## config.mk

```make
export PLATFORM = sky130hd
export DESIGN_NAME = dual_bank_eeprom_emulator_flat
export DESIGN_NICKNAME = d
export VERILOG_FILES = /design/src/rtl/debe_pkg.sv /design/src/rtl/debe_req_if.sv /design/src/rtl/debe_rsp_if.sv /design/src/rtl/debe_datapath.sv /design/src/rtl/debe_ctrl.sv /design/src/rtl/dual_bank_eeprom_emulator.sv /design/src/flat_wrapper.sv
export SDC_FILE = /design/constraint.sdc
export NUM_CORES = 2
export LEC_CHECK = 0
export BUFFER_PORTS_ARGS = -buffer_cell sky130_fd_sc_hd__clkbuf_2
export CORE_MARGIN = 3
export CORE_UTILIZATION = 40
export CTS_BUF_LIST = sky130_fd_sc_hd__clkbuf_4 sky130_fd_sc_hd__clkbuf_8
export DETAILED_ROUTE_END_ITERATION = 8
export PLACE_DENSITY_LB_ADDON = 0.3
export SLEW_MARGIN = 10
export SYNTH_ARGS = -nofsm -noshare
export SYNTH_HDL_FRONTEND = slang
export SYNTH_HIERARCHICAL = 1
export SYNTH_SLANG_ARGS = --single-unit
```

## constraint.sdc

```tcl
create_clock -name clk -period 32.9 [get_ports clk]
set_clock_uncertainty 0.1 [all_clocks]
set_input_delay 0 -clock clk [delete_from_list [all_inputs] [get_ports clk]]
set_output_delay 0 -clock clk [all_outputs]
set_load 0.02 [all_outputs]
```

## src/rtl/debe_pkg.sv

```systemverilog
package debe_pkg;

    // Field widths of the request and response items
    localparam int CMD_W  = 2;
    localparam int ADDR_W = 7;
    localparam int DATA_W = 8;
    localparam int RD_W   = 16;

    // Span of the address field and default segment size
    localparam int ADDR_SPAN         = 128;
    localparam int SEGMENT_BYTES_DEF = 128;

    // Erased byte value and word-alignment address mask
    localparam logic [DATA_W-1:0] ERASED    = 8'hff;
    localparam logic [ADDR_W-1:0] WORD_MASK = 7'h7e;

    // Command codes
    localparam logic [CMD_W-1:0] CMD_READ_BYTE  = 2'd0;
    localparam logic [CMD_W-1:0] CMD_READ_WORD  = 2'd1;
    localparam logic [CMD_W-1:0] CMD_WRITE_BYTE = 2'd2;

    // Commands from the controller to the datapath
    typedef struct packed {
        logic load;      // latch the accepted item and the current segment
        logic res_clr;   // start a fresh result
        logic rd_lo;     // read the low (or only) byte
        logic rd_hi;     // read the high byte of a word
        logic cap_lo;    // capture read byte into result low byte
        logic cap_hi;    // capture read byte into result high byte
        logic copy_clr;  // rewind the copy counter
        logic copy_rd;   // read one source byte and advance the copy counter
        logic out_load;  // move the result into the output register
    } debe_ctl_t;

    // Status from the datapath to the controller
    typedef struct packed {
        logic is_read;
        logic is_word;
        logic write_go;
        logic copy_last;
    } debe_stat_t;

endpackage

```

## src/rtl/debe_req_if.sv

```systemverilog
interface debe_req_if;
    logic                         valid;
    logic                         ready;
    logic [debe_pkg::CMD_W-1:0]   command;
    logic [debe_pkg::ADDR_W-1:0]  address;
    logic [debe_pkg::DATA_W-1:0]  write_data;

    modport source (output valid, command, address, write_data, input ready);
    modport sink   (input valid, command, address, write_data, output ready);
endinterface

```

## src/rtl/debe_rsp_if.sv

```systemverilog
interface debe_rsp_if;
    logic                       valid;
    logic                       ready;
    logic [debe_pkg::RD_W-1:0]  read_data;
    logic                       status;

    modport source (output valid, read_data, status, input ready);
    modport sink   (input valid, read_data, status, output ready);
endinterface

```

## src/rtl/debe_datapath.sv

```systemverilog
module debe_datapath #(
    parameter int SEGMENT_BYTES = debe_pkg::SEGMENT_BYTES_DEF
) (
    input  logic                         clk,
    input  logic                         rst_n,
    input  debe_pkg::debe_ctl_t          ctl,
    output debe_pkg::debe_stat_t         stat,
    input  logic [debe_pkg::CMD_W-1:0]   in_command,
    input  logic [debe_pkg::ADDR_W-1:0]  in_address,
    input  logic [debe_pkg::DATA_W-1:0]  in_write_data,
    output logic [debe_pkg::RD_W-1:0]    out_read_data,
    output logic                         out_status
);
    import debe_pkg::*;

    localparam int IDX_W = $clog2(SEGMENT_BYTES);
    localparam int CMP_W = 10;
    localparam logic [IDX_W-1:0] VER_IDX = IDX_W'(SEGMENT_BYTES - 1);

    // Segment choice from the two version bytes
    function automatic logic pick_bank(logic [DATA_W-1:0] v0, logic [DATA_W-1:0] v1);
        logic sel;
        sel = 1'b0;
        if (v0 != ERASED && v1 != ERASED) begin
            sel = (v0 < v1);
        end
        else if (v0 == ERASED && v1 == '0) begin
            sel = 1'b1;
        end
        return sel;
    endfunction

    // Flash segments
    logic [DATA_W-1:0] bank0_mem [SEGMENT_BYTES];
    logic [DATA_W-1:0] bank1_mem [SEGMENT_BYTES];

    logic [CMD_W-1:0]  cmd_reg;
    logic [ADDR_W-1:0] addr_reg;
    logic [DATA_W-1:0] data_reg;
    logic              cur_reg;
    logic              cur_next;
    logic [DATA_W-1:0] v0_reg;
    logic [DATA_W-1:0] v1_reg;
    logic [1:0]        written_reg;
    logic [IDX_W-1:0]  cnt_reg;
    logic [IDX_W-1:0]  wr_idx_reg;
    logic              pend_reg;
    logic [DATA_W-1:0] q0_reg;
    logic [DATA_W-1:0] q1_reg;
    logic [DATA_W-1:0] res_lo_reg;
    logic [DATA_W-1:0] res_hi_reg;
    logic              res_st_reg;
    logic [RD_W-1:0]   out_data_reg;
    logic              out_st_reg;

    logic [IDX_W-1:0]  wrap_tab [ADDR_SPAN];
    logic [ADDR_W-1:0] lo_addr;
    logic [ADDR_W-1:0] hi_addr;
    logic [IDX_W-1:0]  rd_idx;
    logic              rd_en;
    logic              write_ok;
    logic [DATA_W-1:0] rd_byte;
    logic [DATA_W-1:0] ver_new;
    logic              wr_is_ver;
    logic              wr_is_tgt;
    logic [DATA_W-1:0] wr_byte;

    // Fold addresses into the segment
    for (genvar g = 0; g < ADDR_SPAN; g++) begin : g_wrap
        assign wrap_tab[g] = IDX_W'(g % SEGMENT_BYTES);
    end

    // Decode the latched item
    assign write_ok       = (CMP_W'(addr_reg) <= CMP_W'(SEGMENT_BYTES - 2));
    assign stat.is_read   = (cmd_reg == CMD_READ_BYTE) || (cmd_reg == CMD_READ_WORD);
    assign stat.is_word   = (cmd_reg == CMD_READ_WORD);
    assign stat.write_go  = (cmd_reg == CMD_WRITE_BYTE) && write_ok;
    assign stat.copy_last = (cnt_reg == VER_IDX);
    assign cur_next       = pick_bank(v0_reg, v1_reg);

    // Select the read address
    assign lo_addr = stat.is_word ? (addr_reg & WORD_MASK) : addr_reg;
    assign hi_addr = (addr_reg & WORD_MASK) | ADDR_W'(1);
    always_comb
    begin
        if (ctl.copy_rd) begin
            rd_idx = cnt_reg;
        end
        else if (ctl.rd_hi) begin
            rd_idx = wrap_tab[hi_addr];
        end
        else begin
            rd_idx = wrap_tab[lo_addr];
        end
    end
    assign rd_en = ctl.rd_lo | ctl.rd_hi | ctl.copy_rd;

    // A segment never written reads as erased
    assign rd_byte = cur_reg ? (written_reg[1] ? q1_reg : ERASED)
                             : (written_reg[0] ? q0_reg : ERASED);

    // Build the byte for the other segment
    assign ver_new   = (cur_reg ? v1_reg : v0_reg) + DATA_W'(1);
    assign wr_is_ver = (wr_idx_reg == VER_IDX);
    assign wr_is_tgt = (CMP_W'(wr_idx_reg) == CMP_W'(addr_reg));
    assign wr_byte   = wr_is_ver ? ver_new : (wr_is_tgt ? data_reg : rd_byte);

    // Memory ports: write the other segment, read both at one address
    always_ff @(posedge clk)
    begin
        if (pend_reg && cur_reg) begin
            bank0_mem[wr_idx_reg] <= wr_byte;
        end
        if (pend_reg && !cur_reg) begin
            bank1_mem[wr_idx_reg] <= wr_byte;
        end
        if (rd_en) begin
            q0_reg <= bank0_mem[rd_idx];
            q1_reg <= bank1_mem[rd_idx];
        end
    end

    // Track versions, written segments and the pending copy write
    always_ff @(posedge clk or negedge rst_n)
    begin
        if (!rst_n) begin
            v0_reg      <= ERASED;
            v1_reg      <= ERASED;
            written_reg <= '0;
            pend_reg    <= 1'b0;
        end
        else begin
            pend_reg <= ctl.copy_rd;
            if (pend_reg && wr_is_ver) begin
                if (cur_reg) begin
                    v0_reg         <= ver_new;
                    written_reg[0] <= 1'b1;
                end
                else begin
                    v1_reg         <= ver_new;
                    written_reg[1] <= 1'b1;
                end
            end
        end
    end

    // Hold the item, the copy counter and the result
    always_ff @(posedge clk)
    begin
        if (ctl.load) begin
            cmd_reg  <= in_command;
            addr_reg <= in_address;
            data_reg <= in_write_data;
            cur_reg  <= cur_next;
        end
        if (ctl.copy_clr) begin
            cnt_reg <= '0;
        end
        else if (ctl.copy_rd) begin
            cnt_reg    <= cnt_reg + IDX_W'(1);
            wr_idx_reg <= cnt_reg;
        end
        if (ctl.res_clr) begin
            res_lo_reg <= '0;
            res_hi_reg <= '0;
            res_st_reg <= (cmd_reg == CMD_WRITE_BYTE) && !write_ok;
        end
        if (ctl.cap_lo) begin
            res_lo_reg <= rd_byte;
        end
        if (ctl.cap_hi) begin
            res_hi_reg <= rd_byte;
        end
        if (ctl.out_load) begin
            out_data_reg <= {res_hi_reg, res_lo_reg};
            out_st_reg   <= res_st_reg;
        end
    end

    assign out_read_data = out_data_reg;
    assign out_status    = out_st_reg;

`ifndef NO_ASSERTIONS
    ap_no_load_in_copy: assert property (@(posedge clk) disable iff (!rst_n)
        pend_reg |-> !ctl.load)
        else $error("new item latched while a copy write is pending");

    ap_written_holds: assert property (@(posedge clk) disable iff (!rst_n)
        !$fell(written_reg[0]) && !$fell(written_reg[1]))
        else $error("segment lost its written mark");

    ap_copy_in_segment: assert property (@(posedge clk) disable iff (!rst_n)
        pend_reg |-> (CMP_W'(wr_idx_reg) <= CMP_W'(SEGMENT_BYTES - 1)))
        else $error("copy write beyond the segment");
`endif

endmodule

```

## src/rtl/debe_ctrl.sv

```systemverilog
module debe_ctrl (
    input  logic                  clk,
    input  logic                  rst_n,
    input  logic                  in_valid,
    output logic                  in_ready,
    output logic                  out_valid,
    input  logic                  out_ready,
    input  debe_pkg::debe_stat_t  stat,
    output debe_pkg::debe_ctl_t   ctl
);
    import debe_pkg::*;

    typedef enum logic [2:0] {
        S_IDLE,
        S_DECODE,
        S_RD_LO,
        S_RD_HI,
        S_COPY,
        S_COPY_END,
        S_FINISH
    } state_t;

    state_t state_reg;
    logic   out_valid_reg;

    // Issue datapath commands for the current state
    always_comb
    begin
        ctl      = '0;
        in_ready = (state_reg == S_IDLE);
        ctl.load = in_valid && in_ready;
        case (state_reg)
            S_DECODE: begin
                ctl.res_clr = 1'b1;
                if (stat.is_read) begin
                    ctl.rd_lo = 1'b1;
                end
                else if (stat.write_go) begin
                    ctl.copy_clr = 1'b1;
                end
            end
            S_RD_LO: begin
                ctl.cap_lo = 1'b1;
                ctl.rd_hi  = stat.is_word;
            end
            S_RD_HI: begin
                ctl.cap_hi = 1'b1;
            end
            S_COPY: begin
                ctl.copy_rd = 1'b1;
            end
            S_FINISH: begin
                ctl.out_load = !out_valid_reg || out_ready;
            end
            default: begin
            end
        endcase
    end

    // Advance state and hold the output valid flag
    always_ff @(posedge clk or negedge rst_n)
    begin
        if (!rst_n) begin
            state_reg     <= S_IDLE;
            out_valid_reg <= 1'b0;
        end
        else begin
            if (ctl.out_load) begin
                out_valid_reg <= 1'b1;
            end
            else if (out_ready) begin
                out_valid_reg <= 1'b0;
            end
            case (state_reg)
                S_IDLE: begin
                    if (ctl.load) begin
                        state_reg <= S_DECODE;
                    end
                end
                S_DECODE: begin
                    if (stat.is_read) begin
                        state_reg <= S_RD_LO;
                    end
                    else if (stat.write_go) begin
                        state_reg <= S_COPY;
                    end
                    else begin
                        state_reg <= S_FINISH;
                    end
                end
                S_RD_LO: begin
                    state_reg <= stat.is_word ? S_RD_HI : S_FINISH;
                end
                S_RD_HI: begin
                    state_reg <= S_FINISH;
                end
                S_COPY: begin
                    if (stat.copy_last) begin
                        state_reg <= S_COPY_END;
                    end
                end
                S_COPY_END: begin
                    state_reg <= S_FINISH;
                end
                S_FINISH: begin
                    if (ctl.out_load) begin
                        state_reg <= S_IDLE;
                    end
                end
                default: begin
                    state_reg <= S_IDLE;
                end
            endcase
        end
    end

    assign out_valid = out_valid_reg;

`ifndef NO_ASSERTIONS
    ap_copy_ends: assert property (@(posedge clk) disable iff (!rst_n)
        (state_reg == S_COPY) && stat.copy_last |=> (state_reg == S_COPY_END))
        else $error("copy did not stop after the version byte");

    ap_load_decodes: assert property (@(posedge clk) disable iff (!rst_n)
        ctl.load |=> (state_reg == S_DECODE))
        else $error("accepted item not decoded");

    ap_result_shown: assert property (@(posedge clk) disable iff (!rst_n)
        ctl.out_load |=> out_valid_reg && (state_reg == S_IDLE))
        else $error("loaded result not presented");
`endif

endmodule

```

## src/rtl/dual_bank_eeprom_emulator.sv

```systemverilog
// Small EEPROM emulated over two flash segments used in turn.
// Channel req carries command (read byte, read word, write byte), address
// and write_data; channel rsp returns read_data and status, one item per
// request. Both channels move an item when valid and ready are high.
// A request is taken only while the block is idle. After the decode step a
// read fetches its low byte and, for a word, its high byte; an ignored
// write or an unused command goes straight to the result.
// A write copies the whole current segment into the other one, one byte a
// cycle through a single read port per segment. A new request can be taken
// in the cycle after the previous result is loaded, not before.
// The output register holds a finished result while rsp.ready is low; the
// next request is still accepted and worked, and waits before its result
// is loaded until the register is free.
// Reset returns the block to idle and marks both segments erased (every
// byte reads 0xff) without a clearing pass; a segment becomes valid after
// its first full copy.
module dual_bank_eeprom_emulator #(
    parameter int SEGMENT_BYTES = debe_pkg::SEGMENT_BYTES_DEF
) (
    input logic       clk,
    input logic       rst_n,
    debe_req_if.sink  req,
    debe_rsp_if.source rsp
);
    import debe_pkg::*;

    debe_ctl_t  ctl;
    debe_stat_t stat;

    // Sequence each item
    debe_ctrl u_ctrl (
        .clk       (clk),
        .rst_n     (rst_n),
        .in_valid  (req.valid),
        .in_ready  (req.ready),
        .out_valid (rsp.valid),
        .out_ready (rsp.ready),
        .stat      (stat),
        .ctl       (ctl)
    );

    // Hold segments, versions and result
    debe_datapath #(
        .SEGMENT_BYTES (SEGMENT_BYTES)
    ) u_datapath (
        .clk           (clk),
        .rst_n         (rst_n),
        .ctl           (ctl),
        .stat          (stat),
        .in_command    (req.command),
        .in_address    (req.address),
        .in_write_data (req.write_data),
        .out_read_data (rsp.read_data),
        .out_status    (rsp.status)
    );

endmodule
```

## src/flat_wrapper.sv

```systemverilog
// flat-port wrapper written by rule: the top's interface ports become plain ports
module dual_bank_eeprom_emulator_flat import debe_pkg::*;
#(
    parameter int SEGMENT_BYTES = debe_pkg::SEGMENT_BYTES_DEF
)
  (clk, rst_n, req_valid, req_command, req_address, req_write_data, req_ready, rsp_valid, rsp_read_data, rsp_status, rsp_ready);
  debe_req_if req_i ();
  debe_rsp_if rsp_i ();
  input logic clk;
  input logic rst_n;
  input wire logic [$bits(req_i.valid)-1:0] req_valid;
  input wire logic [$bits(req_i.command)-1:0] req_command;
  input wire logic [$bits(req_i.address)-1:0] req_address;
  input wire logic [$bits(req_i.write_data)-1:0] req_write_data;
  output wire logic [$bits(req_i.ready)-1:0] req_ready;
  output wire logic [$bits(rsp_i.valid)-1:0] rsp_valid;
  output wire logic [$bits(rsp_i.read_data)-1:0] rsp_read_data;
  output wire logic [$bits(rsp_i.status)-1:0] rsp_status;
  input wire logic [$bits(rsp_i.ready)-1:0] rsp_ready;
  assign req_i.valid = req_valid;
  assign req_i.command = req_command;
  assign req_i.address = req_address;
  assign req_i.write_data = req_write_data;
  assign req_ready = req_i.ready;
  assign rsp_valid = rsp_i.valid;
  assign rsp_read_data = rsp_i.read_data;
  assign rsp_status = rsp_i.status;
  assign rsp_i.ready = rsp_ready;
  dual_bank_eeprom_emulator #(.SEGMENT_BYTES(SEGMENT_BYTES)) u_core (.clk(clk), .rst_n(rst_n), .req(req_i), .rsp(rsp_i));
endmodule
```

==> out/summary.txt <==
CTS tree: done
Avg Cell Area, Syn: 18.6 um2
Logic pwr share: 28.9%
initial drt markers: 5277
Power Internal: 5.20 mW
die area: 216000 um2
post-layout instance count excluding filler cells: 7845
Worst-Skew Late Latency: 1.07 ns
outcome: finished clean
max-slew violations: 0
flop2flop setup slack: 26.02 ns
Die X: 465 um
Multi-input gate area: 18400 um2
most frequent cell after synthesis: edfxtp_1
Worst Tran Pin Value: 1.38 ns
die height: 465 um
asr flop ratio synth: 1.07%
GRT overflow: 0
post_cts resized: 0
GP Congestion: 0.900
drt drc: 0
CTS max path bufs: 4
Top FF cell, synth: edfxtp_1
CTS sink cnt: 2153
setup TNS: 0 ns
Sequential Power Share: 41.9%
leak pwr: 29.6 nW
PortBufs: 39
via count: 45300
Worst slew margin: 7.69%
final setup violation count: 0
Initial Util: 40.4%
Reg area: 64500 um2
endpoint class of the critical path: flip-flop
crit share post-route: 20.9%
Setup crit start kind: flip-flop
CP Data Arrival Time: 7.60 ns
Mapped Area: 84200 um2
top cell type's share of synthesized area: 75.7%
Filler cells: 17700
worst hold path type: in2reg
Clk network pwr share: 29.2%
Switching Power: 2.57 mW
Switching Share: 33.1%
post-synthesis sequential area ratio: 76.6%
Seq cells post-synth: 2153
fin crit period: 6.88 ns
Ports: 40
P&R area growth vs syn: 12.2%
TritonCTS Buffers: 360
WL per Instance: 28.3 um
layout cells sized above 1: 19.4%
worst-path fanout max: 60
Cells after Synth: 4529
pwr dens: 82.2 nW/um2
Yosys warning total: 6
number of synthesized flops with an enable pin: 2123
RSZ-0062 raised after global routing: no
nets: 4816
clock tree root driver cell: clkbuf_8
DP Cell Count: 7169
GR Util All Layers: 20.2%
global-route wire length before repair: 320 mm
num rows: 167
largest net degree at the start of global routing: 202
Vias per Instance: 5.77
max_cap viols: 0
Post-DRT Antenna Nets: 0
fmax: 0.145 GHz
worst setup path class: reg2reg
CP required: 33.62 ns
TritonRoute pass-1 iters: 6
vias in the first global route: 44800
initial antenna violation count: 7
Fin. Hold Viols: 0
post-DP HPWL: 132 mm
commonest cells in the synthesized netlist: edfxtp_1, mux2i_1, nor2_1
clk slew on worst S/H paths: 0.06 ns
Core Area: 208000 um2
Netlist cell types: 68
leading post-synthesis cells by cell area: edfxtp_1, mux4_2, mux2i_1, o221ai_1, nor2_1
area leader, netlist: edfxtp_1
drt total wl: 222 mm
maximum vdd drop: 84.6 uV
H-Tree Level Count: 5
synthesized net count: 4559
-- worst max-delay path: stages, from the launching register on --
cell and delay (ns):
dfrtp_1 0.58, nor3b_2 0.23, buf_4 0.44, mux2i_2 0.36, o31a_2 0.78, buf_4 0.79, buf_4 0.85, buf_4 0.77
mux2i_1 0.18, o221ai_1 0.41, o22ai_1 0.14, o21ai_0 0.42, nand4_1 0.16, nor4_1 0.34
-- timing repair --
action,CTS,global route
hold buffers,43,0
endpoints found under the hold margin,79,0
setup buffers,0,0
-- logic make-up after synthesis --
kind of cell / synth area share (%)
simple gates: 3.52
xor+xnor: 0.187
compound gates: 5.30
flops: 76.6
mux: 12.4
fa+ha+maj: 0.134
buf+inv: 1.91
-- layout make-up --
class / instances / share of cell area (%)
diodes: 4 / 0.0106
clock inverters: 145 / 0.889
flip-flops and latches: 2153 / 68.2
clock buffers: 484 / 6.28
repair buffers: 158 / 1.37
inverters: 29 / 0.115
well taps: 2788 / 3.69
multi-input cells: 2084 / 19.4
-- placed cells by master (no fill, tap or decap), types with 81 or more instances in the layout --
cell / Yosys / layout
mux2i_1: 453 / 452
mux4_2: 256 / 256
clkbuf_8: 0 / 368
clkbuf_4: 0 / 116
a21oi_1: 81 / 81
o22ai_1: 134 / 133
o21ai_0: 134 / 126
o221ai_1: 184 / 184
clkinv_1: 1 / 90
edfxtp_1: 2123 / 2123
nor2_1: 295 / 293
nand2_1: 220 / 214
-- routing by layer --
layer,track usage (%),up-vias,wire (um)
met2,31.2,2160,104000
met3,3.77,461,17400
li1,-,19100,-
met5,0,-,12
met1,28.3,23500,92000
met4,7.88,2,8780
-- worst paths after layout --
kind / to / startpoint / cells past startpoint
setup reg to reg: u_core/u_datapath/q1_reg[3]$_DFFE_PP_ / u_core/u_ctrl/state_reg[2]$_DFFE_PN0P_ / 13
min in group asynchronous: u_core/u_ctrl/out_valid$_DFFE_PN0P_ / rst_n / 5
hold / removal: u_core/u_datapath/data_reg[0]$_DFFE_PP_ / req_write_data[0] / 3
max in group asynchronous: u_core/u_datapath/v0_reg[3]$_DFFE_PN1P_ / rst_n / 5
hold reg to reg: u_core/u_datapath/out_status$_DFFE_PP_ / u_core/u_datapath/res_st_reg$_DFFE_PP_ / 0
setup / recovery: u_core/u_datapath/q1_reg[3]$_DFFE_PP_ / u_core/u_ctrl/state_reg[2]$_DFFE_PN0P_ / 13
-- through the flow --
stage	hold WS [ns]	util, %	power [mW]	instance area, um2	setup slack [ns]
2_1_floorplan	-0.396	-	4.91	84200	19.13
3_3_place_gp	-0.0653	41.9	5.53	87300	26.19
3_5_place_dp	-0.0513	41.9	5.54	87300	26.12
4_1_cts	0.0145	45.4	7.81	94500	26.10
5_1_grt	0.0860	45.4	8.06	94500	25.70
6_report	0.143	45.4	7.77	94500	26.02
-- power by group through the flow --
stage / Combinational [mW] / Clock (mW) / Sequential (mW)
2_1_floorplan: 1.53 / 0 / 3.37
3_3_place_gp: 2.22 / 0 / 3.30
3_5_place_dp: 2.24 / 0 / 3.31
4_1_cts: 2.25 / 2.31 / 3.25
5_1_grt: 2.36 / 2.45 / 3.26
6_report: 2.25 / 2.27 / 3.25
Power figures use the tool's default switching activity.
